===== config.mk =====
export PLATFORM = sky130hd
export DESIGN_NAME = text_console_cursor_engine_unit_flat
export DESIGN_NICKNAME = d
export VERILOG_FILES = /design/src/hw/rtl/tcc_pkg.sv /design/src/hw/rtl/tcc_ifs.sv /design/src/hw/rtl/text_console_cursor_engine_unit.sv /design/src/hw/rtl/tcc_cursor_next.sv /design/src/flat_wrapper.sv
export SDC_FILE = /design/constraint.sdc
export NUM_CORES = 1
export LEC_CHECK = 0
export ABC_CLOCK_PERIOD_IN_PS = 16100
export BUFFER_PORTS_ARGS = -buffer_cell sky130_fd_sc_hd__buf_2
export CAP_MARGIN = 30
export CORE_MARGIN = 5
export CORE_UTILIZATION = 35
export CTS_CLUSTER_DIAMETER = 40
export DETAILED_ROUTE_END_ITERATION = 8
export GPL_TIMING_DRIVEN = 1
export MAX_ROUTING_LAYER = met4
export SETUP_SLACK_MARGIN = 0.3
export SLEW_MARGIN = 5
export SYNTH_ARGS = -nofsm -noshare
export SYNTH_HDL_FRONTEND = slang
export SYNTH_SLANG_ARGS = --single-unit

===== constraint.sdc =====
create_clock -name clk -period 16.1 [get_ports clk]
set_input_delay 3.22 -clock clk [delete_from_list [all_inputs] [get_ports clk]]
set_output_delay 3.22 -clock clk [all_outputs]
set_load 0.01 [all_outputs]

===== src/hw/rtl/tcc_pkg.sv =====
// ----------------------------------------------------------------------------
// tcc_pkg: shared types and constants of the console cursor engine
// Character codes, result actions, register indexes and the step record.
// ----------------------------------------------------------------------------
package tcc_pkg;

	localparam int CFG_IDX_W  = 8;
	localparam int CFG_DATA_W = 16;

	localparam logic [CFG_IDX_W-1:0] REG_SCREEN_WIDTH    = 8'd0;
	localparam logic [CFG_IDX_W-1:0] REG_SCREEN_HEIGHT   = 8'd1;
	localparam logic [CFG_IDX_W-1:0] REG_BYTES_PER_LINE  = 8'd2;
	localparam logic [CFG_IDX_W-1:0] REG_BYTES_PER_PIXEL = 8'd3;

	localparam logic [11:0] RST_SCREEN_WIDTH    = 12'd1024;
	localparam logic [11:0] RST_SCREEN_HEIGHT   = 12'd768;
	localparam logic [14:0] RST_BYTES_PER_LINE  = 15'd3072;
	localparam logic [2:0]  RST_BYTES_PER_PIXEL = 3'd3;

	localparam logic [7:0] CH_NUL = 8'h00;
	localparam logic [7:0] CH_UP  = 8'h01;
	localparam logic [7:0] CH_BS  = 8'h08;
	localparam logic [7:0] CH_TAB = 8'h09;
	localparam logic [7:0] CH_LF  = 8'h0A;
	localparam logic [7:0] CH_FF  = 8'h0C;
	localparam logic [7:0] CH_CR  = 8'h0D;

	localparam logic [1:0] ACT_MOVE  = 2'd0;
	localparam logic [1:0] ACT_DRAW  = 2'd1;
	localparam logic [1:0] ACT_CLEAR = 2'd2;

	localparam logic signed [15:0] LEFT_MARGIN = 16'sd4;
	localparam logic signed [15:0] TOP_MARGIN  = 16'sd28;
	localparam logic signed [15:0] LINE_HEIGHT = 16'sd16;
	localparam logic signed [15:0] CELL_WIDTH  = 16'sd8;
	localparam logic signed [16:0] TAB_STOP    = 17'sd64;

	typedef logic signed [15:0] coord_t;

	typedef struct packed {
		logic [1:0]  action;
		logic [7:0]  glyph;
		logic [15:0] cell_x;
		logic [15:0] cell_y;
		coord_t      cur_x;
		coord_t      cur_y;
	} step_t;

endpackage


===== src/hw/rtl/tcc_ifs.sv =====
// ----------------------------------------------------------------------------
// tcc_ifs: channel interfaces of the console cursor engine
// Character input, result output and register write channels.
// ----------------------------------------------------------------------------
interface tcc_char_if;
	logic       valid;
	logic       ready;
	logic [7:0] char_code;

	modport source (output valid, output char_code, input ready);
	modport sink (input valid, input char_code, output ready);
endinterface

interface tcc_res_if;
	logic        valid;
	logic        ready;
	logic [1:0]  action;
	logic [7:0]  glyph;
	logic [11:0] cell_x;
	logic [11:0] cell_y;
	logic [25:0] pixel_offset;
	logic [11:0] cursor_col;
	logic [11:0] cursor_row;

	modport source (output valid, output action, output glyph, output cell_x,
		output cell_y, output pixel_offset, output cursor_col, output cursor_row,
		input ready);
	modport sink (input valid, input action, input glyph, input cell_x,
		input cell_y, input pixel_offset, input cursor_col, input cursor_row,
		output ready);
endinterface

interface tcc_cfg_if;
	logic                           valid;
	logic                           ready;
	logic [tcc_pkg::CFG_IDX_W-1:0]  index;
	logic [tcc_pkg::CFG_DATA_W-1:0] data;

	modport source (output valid, output index, output data, input ready);
	modport sink (input valid, input index, input data, output ready);
endinterface


===== src/hw/rtl/text_console_cursor_engine_unit.sv =====
// ----------------------------------------------------------------------------
// text_console_cursor_engine_unit: pixel text console cursor engine
// Keeps the console cursor and emits one draw/move/clear result per character.
// ----------------------------------------------------------------------------
// Usage:
//   char_in  takes one character byte per item; res_out gives one result item
//   per character, in order: action, glyph, cell position, framebuffer byte
//   offset and the cursor after the character.
//   cfg writes screen_width (0), screen_height (1), bytes_per_line (2) and
//   bytes_per_pixel (3); other indexes are dropped. cfg is always ready, and the
//   user must see that cfg is written only while no character is in flight;
//   the block itself does not enforce it. An accepted character enters stage
//   one with the cursor updated in the same cycle, and the byte offset
//   multiply then fills the output register from stage one.
//   Throughput is one character per cycle while the receiver is ready; the
//   cursor register loop goes through combinational logic only.
//   A stalled receiver holds the output register; one more item still enters
//   stage one, then char_in.ready drops until the output drains.
//   Reset sets the cursor to (4, 28), loads the default registers and
//   empties both stages.
// ----------------------------------------------------------------------------
module text_console_cursor_engine_unit (
	input  logic         clk,
	input  logic         arst_n,
	tcc_cfg_if.sink      cfg,
	tcc_char_if.sink     char_in,
	tcc_res_if.source    res_out
);

	logic [11:0]     scr_w_q;
	logic [11:0]     scr_h_q;
	logic [14:0]     bpl_q;
	logic [2:0]      bpp_q;
	tcc_pkg::coord_t cur_x_q;
	tcc_pkg::coord_t cur_y_q;

	tcc_pkg::step_t  step_next;
	tcc_pkg::step_t  step_s1;
	logic            valid_s1;
	logic            valid_s2;
	logic            ready_s1;
	logic            ready_s2;
	logic            accept;

	logic [1:0]      action_s2;
	logic [7:0]      glyph_s2;
	logic [11:0]     cell_x_s2;
	logic [11:0]     cell_y_s2;
	logic [25:0]     offset_s2;
	logic [11:0]     col_s2;
	logic [11:0]     row_s2;

	logic [30:0]     prod_y;
	logic [18:0]     prod_x;

	assign cfg.ready = 1'b1;

	always_ff @(posedge clk or negedge arst_n) begin
		if (!arst_n) begin
			scr_w_q <= tcc_pkg::RST_SCREEN_WIDTH;
			scr_h_q <= tcc_pkg::RST_SCREEN_HEIGHT;
			bpl_q   <= tcc_pkg::RST_BYTES_PER_LINE;
			bpp_q   <= tcc_pkg::RST_BYTES_PER_PIXEL;
		end else if (cfg.valid) begin
			unique case (cfg.index)
				tcc_pkg::REG_SCREEN_WIDTH:    scr_w_q <= cfg.data[11:0];
				tcc_pkg::REG_SCREEN_HEIGHT:   scr_h_q <= cfg.data[11:0];
				tcc_pkg::REG_BYTES_PER_LINE:  bpl_q   <= cfg.data[14:0];
				tcc_pkg::REG_BYTES_PER_PIXEL: bpp_q   <= cfg.data[2:0];
				default: ;
			endcase
		end
	end

	tcc_cursor_next u_next (
		.char_code     (char_in.char_code),
		.cur_x         (cur_x_q),
		.cur_y         (cur_y_q),
		.screen_width  (scr_w_q),
		.screen_height (scr_h_q),
		.step          (step_next)
	);

	assign ready_s2      = !valid_s2 || res_out.ready;
	assign ready_s1      = !valid_s1 || ready_s2;
	assign char_in.ready = ready_s1;
	assign accept        = char_in.valid && ready_s1;

	always_ff @(posedge clk or negedge arst_n) begin
		if (!arst_n) begin
			cur_x_q  <= tcc_pkg::LEFT_MARGIN;
			cur_y_q  <= tcc_pkg::TOP_MARGIN;
			valid_s1 <= 1'b0;
		end else begin
			if (accept) begin
				cur_x_q <= step_next.cur_x;
				cur_y_q <= step_next.cur_y;
			end
			if (ready_s1) begin
				valid_s1 <= char_in.valid;
			end
		end
	end

	always_ff @(posedge clk) begin
		if (accept) begin
			step_s1 <= step_next;
		end
	end

	assign prod_y = {15'd0, step_s1.cell_y} * {16'd0, bpl_q};
	assign prod_x = {3'd0, step_s1.cell_x} * {16'd0, bpp_q};

	always_ff @(posedge clk or negedge arst_n) begin
		if (!arst_n) begin
			valid_s2 <= 1'b0;
		end else if (ready_s2) begin
			valid_s2 <= valid_s1;
		end
	end

	always_ff @(posedge clk) begin
		if (ready_s2 && valid_s1) begin
			action_s2 <= step_s1.action;
			glyph_s2  <= step_s1.glyph;
			cell_x_s2 <= step_s1.cell_x[11:0];
			cell_y_s2 <= step_s1.cell_y[11:0];
			offset_s2 <= prod_y[25:0] + {7'd0, prod_x};
			col_s2    <= step_s1.cur_x[11:0];
			row_s2    <= step_s1.cur_y[11:0];
		end
	end

	assign res_out.valid        = valid_s2;
	assign res_out.action       = action_s2;
	assign res_out.glyph        = glyph_s2;
	assign res_out.cell_x       = cell_x_s2;
	assign res_out.cell_y       = cell_y_s2;
	assign res_out.pixel_offset = offset_s2;
	assign res_out.cursor_col   = col_s2;
	assign res_out.cursor_row   = row_s2;

endmodule


===== src/hw/rtl/tcc_cursor_next.sv =====
// ----------------------------------------------------------------------------
// tcc_cursor_next: cursor update for one character
// Applies the control code or glyph advance, horizontal wrap and vertical clamp.
// ----------------------------------------------------------------------------
module tcc_cursor_next (
	input  logic [7:0]       char_code,
	input  tcc_pkg::coord_t  cur_x,
	input  tcc_pkg::coord_t  cur_y,
	input  logic [11:0]      screen_width,
	input  logic [11:0]      screen_height,
	output tcc_pkg::step_t   step
);

	always_comb begin
		logic signed [15:0] x;
		logic signed [15:0] y;
		logic signed [16:0] d;
		logic signed [16:0] rem;
		logic signed [16:0] tab_x;
		logic signed [17:0] room;
		logic signed [15:0] thr;
		logic signed [15:0] wm8;
		logic signed [16:0] ylim;
		logic signed [16:0] y17;

		x = cur_x;
		y = cur_y;
		step.action = tcc_pkg::ACT_MOVE;
		step.glyph  = 8'd0;
		step.cell_x = 16'd0;
		step.cell_y = 16'd0;
		d     = {cur_x[15], cur_x} - 17'sd4;
		rem   = (d[16] && d[5:0] != 6'd0) ? ({11'd0, d[5:0]} - tcc_pkg::TAB_STOP)
			: {11'd0, d[5:0]};
		tab_x = {cur_x[15], cur_x} - rem + tcc_pkg::TAB_STOP;
		room  = 18'sd0;
		thr   = {4'd0, screen_width} - 16'd4;
		wm8   = {4'd0, screen_width} - 16'd8;
		ylim  = {5'd0, screen_height} - 17'sd16;
		y17   = 17'sd0;

		if (char_code != tcc_pkg::CH_NUL) begin
			unique case (char_code)
				tcc_pkg::CH_CR: x = tcc_pkg::LEFT_MARGIN;
				tcc_pkg::CH_LF: y = y + tcc_pkg::LINE_HEIGHT;
				tcc_pkg::CH_TAB: begin
					x    = tab_x[15:0];
					room = {6'd0, screen_width} - {{2{x[15]}}, x};
					if (room < 18'sd64) begin
						x = tcc_pkg::LEFT_MARGIN;
						y = y + tcc_pkg::LINE_HEIGHT;
					end
				end
				tcc_pkg::CH_BS: x = x - tcc_pkg::CELL_WIDTH;
				tcc_pkg::CH_FF: begin
					x = tcc_pkg::LEFT_MARGIN;
					y = tcc_pkg::TOP_MARGIN;
					step.action = tcc_pkg::ACT_CLEAR;
				end
				tcc_pkg::CH_UP: y = y - tcc_pkg::LINE_HEIGHT;
				default: begin
					step.action = tcc_pkg::ACT_DRAW;
					step.glyph  = char_code;
					step.cell_x = cur_x;
					step.cell_y = cur_y;
					x = x + tcc_pkg::CELL_WIDTH;
				end
			endcase

			if (x >= thr) begin
				x = x - wm8;
				y = y + tcc_pkg::LINE_HEIGHT;
			end else if (x < tcc_pkg::LEFT_MARGIN) begin
				x = x + wm8;
				y = y - tcc_pkg::LINE_HEIGHT;
			end

			y17 = {y[15], y};
			if (y < tcc_pkg::TOP_MARGIN) begin
				y = tcc_pkg::TOP_MARGIN;
			end else if (y17 > ylim) begin
				y = y - tcc_pkg::LINE_HEIGHT;
			end
		end

		step.cur_x = x;
		step.cur_y = y;
	end

endmodule


===== src/flat_wrapper.sv =====
// flat-port wrapper written by rule: the top's interface ports become plain ports
module text_console_cursor_engine_unit_flat 
  (clk, arst_n, cfg_valid, cfg_index, cfg_data, cfg_ready, char_in_valid, char_in_char_code, char_in_ready, res_out_valid, res_out_action, res_out_glyph, res_out_cell_x, res_out_cell_y, res_out_pixel_offset, res_out_cursor_col, res_out_cursor_row, res_out_ready);
  tcc_cfg_if cfg_i ();
  tcc_char_if char_in_i ();
  tcc_res_if res_out_i ();
  input  logic clk;
  input  logic arst_n;
  input wire logic [$bits(cfg_i.valid)-1:0] cfg_valid;
  input wire logic [$bits(cfg_i.index)-1:0] cfg_index;
  input wire logic [$bits(cfg_i.data)-1:0] cfg_data;
  output wire logic [$bits(cfg_i.ready)-1:0] cfg_ready;
  input wire logic [$bits(char_in_i.valid)-1:0] char_in_valid;
  input wire logic [$bits(char_in_i.char_code)-1:0] char_in_char_code;
  output wire logic [$bits(char_in_i.ready)-1:0] char_in_ready;
  output wire logic [$bits(res_out_i.valid)-1:0] res_out_valid;
  output wire logic [$bits(res_out_i.action)-1:0] res_out_action;
  output wire logic [$bits(res_out_i.glyph)-1:0] res_out_glyph;
  output wire logic [$bits(res_out_i.cell_x)-1:0] res_out_cell_x;
  output wire logic [$bits(res_out_i.cell_y)-1:0] res_out_cell_y;
  output wire logic [$bits(res_out_i.pixel_offset)-1:0] res_out_pixel_offset;
  output wire logic [$bits(res_out_i.cursor_col)-1:0] res_out_cursor_col;
  output wire logic [$bits(res_out_i.cursor_row)-1:0] res_out_cursor_row;
  input wire logic [$bits(res_out_i.ready)-1:0] res_out_ready;
  assign cfg_i.valid = cfg_valid;
  assign cfg_i.index = cfg_index;
  assign cfg_i.data = cfg_data;
  assign cfg_ready = cfg_i.ready;
  assign char_in_i.valid = char_in_valid;
  assign char_in_i.char_code = char_in_char_code;
  assign char_in_ready = char_in_i.ready;
  assign res_out_valid = res_out_i.valid;
  assign res_out_action = res_out_i.action;
  assign res_out_glyph = res_out_i.glyph;
  assign res_out_cell_x = res_out_i.cell_x;
  assign res_out_cell_y = res_out_i.cell_y;
  assign res_out_pixel_offset = res_out_i.pixel_offset;
  assign res_out_cursor_col = res_out_i.cursor_col;
  assign res_out_cursor_row = res_out_i.cursor_row;
  assign res_out_i.ready = res_out_ready;
  text_console_cursor_engine_unit u_core (.clk(clk), .arst_n(arst_n), .cfg(cfg_i), .char_in(char_in_i), .res_out(res_out_i));
endmodule

# Word level (Yosys, flattened, before mapping)
# Index checks and enable logic that the tools add are counted.
[classes]
n_addsub = 18
n_mul = 2
n_bitwise = 1
mux = 17
n_reduce_logical = 18
order_cmp = 5
n_eq_ne = 9
[ops]
columns = ["cell", "n"]
rows = [
  ["$mux W16", 14],
  ["$pmux W16 S4", 2],
  ["$sub A16 B6 Y16 const B", 3],
  ["$eq A8 B4 Y1 const B", 5],
  ["$add A16 B6 Y16 const B", 2],
  ["$add A26 B19 Y26", 1],
  ["$mul A16 B15 Y26", 1],
  ["$mul A16 B3 Y19", 1],
  ["$lt A17 B8 Y1 const B", 1],
  ["$sub A13 B16 Y17", 1],
  ["$sub A16 B4 Y17 const B", 1],
  ["$add A16 B13 Y16", 1],
  ["$add A16 B5 Y16 const B", 1],
  ["$add A16 B7 Y16 const B", 1],
  ["$eq A8 B1 Y1 const B", 2],
  ["$eq A8 B2 Y1 const B", 2],
  ["$ge A16 B13 Y1", 1],
  ["$gt A16 B13 Y1", 1],
  ["$lt A16 B4 Y1 const B", 1],
  ["$lt A16 B6 Y1 const B", 1],
  ["$sub A16 B13 Y16", 1],
  ["$sub A16 B16 Y16", 1],
  ["$sub A16 B5 Y16 const B", 1],
  ["$sub A12 B3 Y13 const B", 1],
  ["other kinds (15)", 23],
]
[word_totals]
out_inout_bits = 87
input_bits = 37
register_bits = 226

# Logic depth before layout (Yosys ltp)
# Gate-level depths: netlist (run 1).
[logic_depth]
depth_word = 19
depth_mapped = 52
ltp_nobuf = 50

# Modules after synthesis
# From an unflattened synthesis (run 1), not the netlist that was laid out.
[unflattened]
hier_cells = 2398
area_unflattened_um2 = 23522.6
[modules_own_cells]
columns = ["module", "cells_each", "seq_area_each_um2", "n_inst", "area_per_inst_um2"]
rows = [
  ["text_console_cursor_engine_unit", 1346, 6419.9, 1, 16335.7],
  ["tcc_cursor_next", 1052, 0.0, 1, 7186.9],
]

# Worst setup path before layout (run 1)
# No wires, ideal clock.
[synth_timing]
kind = "input-to-reg"
start = "input char_in_char_code[5]"
end = "register u_core.step_s1[6] (netlist name) (data pin)"
path_slack_ns = 5.389
t_required_ns = 15.831
path_stages = 36
setup_time_ns = 0.269
n_path_buf = 1
t_arrival_ns = 10.442
path_cell_list = "nor4_1 > nand2_1 > nor2_1 > ha_1 > a21o_1 > a221oi_1 > o31ai_1 > a21o_1 > a21oi_1 > xnor2_1 > a21o_1 > a21o_1 > ha_1 > nand4_1 > nor2_1 > and3_1 > o21ai_0 > o21a_1 > a21oi_1 > or4_1 > a211oi_2 > nand4_1 > nor4b_1 > nor2_1 > xnor2_1 > ha_1 > and4_1 > and2_1 > nand3_1 > nor2_1 > mux2_4 > o21a_4 > o31a_1 > buf_6 > a31oi_1 > o31ai_1"
[synth_rtl]
columns = ["element", "line", "text"]
rows = [
  ["start, declared", "flat_wrapper.sv:14", "input wire logic [$bits(char_in_i.char_code)-1:0] char_in_char_code;"],
  ["end signal, assigned", "text_console_cursor_engine_unit.sv:107", "step_s1 <= step_next;"],
  ["end, declared", "text_console_cursor_engine_unit.sv:38", "tcc_pkg::step_t step_s1;"],
]

==> results.cfg, run 1 <==
[synth]
yosysWarnings = 0
syn_area_mm2 = 0.0233
synth_edf_count = 150
ys_seq_elements = 226
synth-seq-area-share_pct = 27.6
avgSynthCellArea_um2 = 9.70
async_flop_share_pct = 33.6
synth_cell_types = 112
synthesis.instances = 2397
synth_ff_type = edfxtp_1
syn_nets = 2852

[power_and_ir_drop]
p_int_uw = 2190
p_switching_uw = 2010
peakVddDrop_mv = 0.106
clock_power_share_pct = 19.6
combPwrFrac_pct = 56.1
finalPower_uw = 4210
leakage_uw = 0.0120
pwr-share-seq_pct = 24.3
swShare_pct = 47.9
powerDensity_mw_per_mm2 = 161

[clocking]
cts_made_buffers = 38
cts_root_buf = clkbuf_16
cts_max_level = 2
ctsResizeCount = 0
clk_pin_slew_ns = 0.06
cts_buffer_depth = 3
hold_buffers = 0
cts_setup_buffers = 0
cts_tree = done
insertion_delay_ns = 0.56
cts.sink_count = 226

[drt]
viasPerCell = 5.32
ant_nets = 0
first_pass_iters = 5
dr.first_iter.drc_count = 1160
wl_per_cell_um = 19.6
drt-total-wl_um = 66200
drc = 0
vias = 18000

[timing]
tns_ns = 0
setup_viol = 0
tightest_slew_ns = 1.01
min_period_ns = 12.55
slew_headroom_pct = 32.4
finalHoldViolations = 0
rsz0062_at_grt = false
min_period_over_period_pct = 78.0
holdWs_ns = 0.407
fmaxAchievable_mhz = 79.7
finalMaxSlewViolations = 0
fin_worst_skew_ns = 0.0406

[layout]
final_area_mm2 = 0.0261
final_cell_mix = nand2_1, inv_1, fa_1
drive_above_1_share_pct = 14.0
area_growth_pct = 12.0
fin_nets = 2935
final_common_cell = nand2_1

[critical_path]
slowest_delay_ns = 0.70
start_kind = register
cp-end-kind = register
critPathTopFamily = compound AO/OA/AOI/OAI gates
arrival_ns = 12.90
rrSetupSlack_ns = 3.55
path_class = reg2reg
cp_common_cell = ha_1
path_buf_inv = 2
cp_max_fo = 13
critPathSlowestCell = or4_1
crit_required_ns = 16.45

[global_routing]
grt_antenna_before_repair = 2
track_usage_pct = 19.0
grt.overflow.total = 0
grt_pass1_vias = 18500
grt_max_degree = 59
grt_first_pass_wirelength_um = 105000

[floorplanning]
start_util_pct = 35.3
core_area_mm2 = 0.0659
ios = 124
die-height_um = 268
chipWidth_um = 268
rows = 94
die_area_mm2 = 0.0717

[placed_design]
gp_congestion = 0.940
dpl_cell_area_mm2 = 0.0247
portBuffers = 121
dpl.hpwl_um = 51700

[run]
maxCapViolCount = 0

[run_status]
outcome = completed

[min_path]
hold_class = reg2reg
[registers in the layout, indices dropped and copies added (netlist names), 2 cells and up]
register,count
u_core.res_out.action,2
u_core.step_s1,66
u_core.bpl_q,15
u_core.cur_y_q,16
u_core.cur_x_q,16
u_core.scr_h_q,12
u_core.res_out.cell_y,12
u_core.res_out.cell_x,12
u_core.res_out.glyph,8
u_core.scr_w_q,12
u_core.res_out.cursor_col,12
u_core.res_out.pixel_offset,26
u_core.res_out.cursor_row,12
u_core.bpp_q,3
[cell usage after synthesis (9+ instances only)]
master	instances	area share, %
o31ai_1	13	0.42
nand4_1	16	0.43
or3_1	15	0.40
a21o_1	32	1.0
xnor2_1	66	2.5
a221oi_1	9	0.34
nand2b_1	17	0.46
nor3_1	27	0.58
inv_1	311	5.0
nor4_1	15	0.40
nand2_1	315	5.1
dfrtp_1	65	7.0
o211ai_1	20	0.65
and2_1	138	3.7
mux2_2	41	2.0
a22oi_1	9	0.29
nor2_1	105	1.7
a31oi_1	14	0.38
and3_1	20	0.54
or2_2	11	0.30
buf_2	10	0.22
dfstp_2	11	1.2
o21bai_1	27	0.87
fa_1	221	19
xor2_1	32	1.2
edfxtp_1	150	19
ha_1	197	11
nor2b_1	12	0.32
clkbuf_1	79	1.3
o21a_1	9	0.29
o21ai_0	58	1.2
a21oi_1	120	2.6
o22ai_1	17	0.46
nand3_1	28	0.60
[through the flow]
step / utilization [%] / instances / setup WS, ns
global route: 39.6 / 3376 / 2.82
global placement: 37.4 / 3298 / 3.46
finish: 39.6 / 3376 / 3.55
floorplan: - / 2397 / 5.39
detailed placement: 37.5 / 3302 / 3.61
CTS: 39.5 / 3372 / 3.63
[logic make-up after synthesis]
| group | count (synthesis) | share of synthesized area [%] |
|---|---|---|
| and+or+nand+nor | 767 | 16.5 |
| AOI/OAI and AO/OA | 422 | 12.9 |
| adders and majority gates | 419 | 29.7 |
| buffers and inverters | 413 | 6.88 |
| DFF | 226 | 27.6 |
| xor gates and xnor gates | 105 | 4.23 |
| muxes | 44 | 2.14 |
| other | 1 | 0.0161 |
[final timing paths]
| kind | start | to | cells past startpoint |
|---|---|---|---|
| worst max register to register | u_core.cur_x_q[3] | u_core.step_s1[5] | 46 |
| worst min-delay path | u_core.step_s1[22] | u_core.res_out.cursor_col[6] | 0 |
| worst max-delay path | u_core.cur_x_q[3] | u_core.step_s1[5] | 46 |
| worst min register to register | u_core.step_s1[22] | u_core.res_out.cursor_col[6] | 0 |
| min in group asynchronous | arst_n | u_core.cur_y_q[12] | 1 |
| max in group asynchronous | arst_n | u_core.cur_x_q[9] | 2 |
[metal layers]
metal | part of all wire [%] | routed length, um | vias up | global-route usage, %
met5 | 0 | 0 | - | -
met4 | 3.3 | 2160 | 0 | 5.89
met3 | 5.7 | 3790 | 133 | 2.59
met2 | 48 | 31900 | 518 | 31.2
met1 | 43 | 28400 | 9057 | 24.6
li1 | - | - | 8264 | -
[cell type report]
type / instances / area, um2
antenna: 2 / 5.00
clock buffer: 42 / 997
clock inverter: 28 / 315
fill: 6507 / 39800
inverter: 313 / 1170
multi-input combinational: 1758 / 15200
sequential: 226 / 6420
tap: 864 / 1080
timing repair buffer: 143 / 810
[power by group through the flow]
stage	Clock [uW]	Sequential (uW)	Combinational, uW
detailed placement	0	1030	2350
finish	826	1020	2360
global placement	0	1020	2290
global route	870	1030	2620
floorplan	0	902	1780
CTS	846	1020	2360
Note: power is estimated with default switching activity, not from simulation.
==> inputs of run 2 (changes only) <==
--- a/config.mk
+++ b/config.mk
@@ -5,7 +5,7 @@
 export SDC_FILE = /design/constraint.sdc
 export NUM_CORES = 1
 export LEC_CHECK = 0
-export ABC_CLOCK_PERIOD_IN_PS = 16100
+export ABC_CLOCK_PERIOD_IN_PS = 10800
 export BUFFER_PORTS_ARGS = -buffer_cell sky130_fd_sc_hd__buf_2
 export CAP_MARGIN = 30
 export CORE_MARGIN = 5
==> constraint.sdc (replaced) <==
create_clock -name clk -period 10.8 [get_ports clk]
set_input_delay 2.16 -clock clk [delete_from_list [all_inputs] [get_ports clk]]
set_output_delay 2.16 -clock clk [all_outputs]
set_load 0.01 [all_outputs]
==> run 2 against run 1 <==
Critical path depth rose by 7; die area stayed put; final cell count rose by 3.6%; routed wire length increased by 4.9%; sequential share of layout area is 1.2 points lower; setup slack worse by 2.9 ns; global-route usage up 0.57 points; clock power up 61%; combinational power is 90% higher; clock skew shrank 0.0059 ns; via count rose by 2.4%; critical endpoint is now u_core.step_s1[11]; highest routed layer unchanged.
==> results.cfg, run 2 (same netlist as run 1, synthesis figures left out) <==
[critical_path]
cp_common_cell = buf_4
reg2reg_depth = 53
cp_max_fo = 6
slowest_delay_ns = 0.57
crit_required_ns = 11.12
cp-end-kind = register
reg2reg_from = u_core.cur_x_q[2]
worstReg2RegEnd = u_core.step_s1[11]
rrSetupSlack_ns = 0.69
critPathSlowestCell = or4_4
path_class = reg2reg
arrival_ns = 10.42
start_kind = register

[drt]
dr.first_iter.drc_count = 1281
viasPerCell = 5.26
drc = 0
first_pass_iters = 5
wl_per_cell_um = 19.9
drt-total-wl_um = 69500
ant_nets = 0
vias = 18400

[power_and_ir_drop]
leakage_uw = 0.0127
p_switching_uw = 3410
pwr-share-seq_pct = 20.0
finalPower_uw = 7270
combPwrFrac_pct = 61.6
p_int_uw = 3860
peakVddDrop_mv = 0.286
clock_power_share_pct = 18.3
swShare_pct = 46.8
powerDensity_mw_per_mm2 = 265

[timing]
finalWorstSetupSlack_ns = 0.694
min_period_over_period_pct = 93.6
fin_worst_skew_ns = 0.0346
holdWs_ns = 0.413
setup_viol = 0
fmaxAchievable_mhz = 98.9
min_period_ns = 10.11
finalMaxSlewViolations = 0
rsz0062_at_grt = true
tightest_slew_ns = 1.00
slew_headroom_pct = 32.8
tns_ns = 0
finalHoldViolations = 0

[clocking]
hold_buffers = 0
insertion_delay_ns = 0.59
cts_tree = done
cts_max_level = 2
cts_buffer_depth = 3
cts_made_buffers = 42
cts_root_buf = clkbuf_16
cts.sink_count = 226
clk_pin_slew_ns = 0.06

[floorplanning]
chipWidth_um = 268
core_area_mm2 = 0.0659
ios = 124
start_util_pct = 35.3
die_area_mm2 = 0.0717
rows = 94
die-height_um = 268

[run]
maxCapViolCount = 0

[layout]
diodes = 0
fin_nets = 3056
final_common_cell = nand2_1
num-fill-cells = 6397
final_cell_mix = nand2_1, inv_1, fa_1
area_growth_pct = 17.9
largest_register = u_core.step_s1
largest_reg_flops = 66
stdcell_count = 3499
drive_above_1_share_pct = 19.8

[placed_design]
gp_congestion = 0.934
dpl.hpwl_um = 54400
dp_slack_ns = 0.195
placed_cells = 3408
portBuffers = 121

[min_path]
hold_depth = 0
worstHoldEndpoint = u_core.res_out.glyph[3]
worstHoldStart = u_core.step_s1[67]
hold_class = reg2reg

[run_status]
outcome = completed

[global_routing]
grt_first_pass_wirelength_um = 107000
grt_max_degree = 71
grt_antenna_before_repair = 2
grt.overflow.total = 0
grt_pass1_vias = 18600
track_usage_pct = 19.6
-- run 2: cell types whose count changed in the layout (fill, tap and decap cells not counted), moves of 5 or more --
cell	delta
ha_1	-11
a21oi_2	+5
buf_4	+115
inv_8	+9
a21oi_1	-5
ha_4	+8
-- run 2: per-stage QoR --
step	instance area, um2	util (%)
after floorplan	23300	-
after global placement	25500	38.7
after detailed placement	25500	38.7
after CTS	27000	40.9
after global routing	27400	41.6
final	27400	41.6
-- run 2: worst max path at each step --
stage                      startpoint            endpoint  slack (ns)  depth (start not counted)
floorplan           u_core.cur_x_q[3]   u_core.step_s1[6]        1.10                         47
global placement    u_core.cur_x_q[2]   u_core.step_s1[4]        0.33                         48
detailed placement  u_core.cur_x_q[2]  u_core.step_s1[10]        0.20                         48
CTS                 u_core.cur_x_q[3]  u_core.step_s1[10]        0.34                         50
global route        u_core.cur_x_q[3]   u_core.cur_y_q[4]        0.26                         51
finish              u_core.cur_x_q[2]  u_core.step_s1[11]        0.69                         53
-- run 2: final cells by class --
| type | count | area, um2 | area share (%) |
|---|---|---|---|
| multi-input combinational | 1758 | 15600 | 56.8 |
| sequential | 226 | 6420 | 23.4 |
| timing repair buffer | 260 | 1720 | 6.27 |
| inverter | 313 | 1170 | 4.28 |
| tap | 864 | 1080 | 3.94 |
| clock buffer | 46 | 1070 | 3.89 |
| clock inverter | 32 | 372 | 1.36 |
-- run 2: power by group through the flow --
stage | Combinational, uW | Clock (uW) | Sequential [uW]
6_report | 4480 | 1330 | 1460
5_1_grt | 4860 | 1400 | 1480
4_1_cts | 4170 | 1360 | 1450
3_3_place_gp | 4040 | 0 | 1460
3_5_place_dp | 4120 | 0 | 1470
2_1_floorplan | 2650 | 0 | 1340
-- run 2: layer usage --
layer	GRT usage, %	vias to the layer above	wire (um)
li1	-	8505	-
met1	26.0	9243	30200
met2	31.9	543	33400
met3	2.74	120	4140
met4	4.97	0	1700
met5	-	-	0
-- run 2: critical path: cells and delay by family (launching register included) --
kind                       cells  cell delay [ns]
DFF                            1             0.55
and+or+nand+nor               22             3.57
buffers and inverters          9             1.03
muxes                          1             0.30
AOI/OAI and AO/OA             12             2.33
xor gates and xnor gates       2             0.34
adders and majority gates      7             1.71
-- run 2: what timing repair did --
action,4_1_cts,5_1_grt
gates resized for setup,4,58
pin swaps,1,39
buffers inserted,0,11
endpoints found under the setup margin,10,19
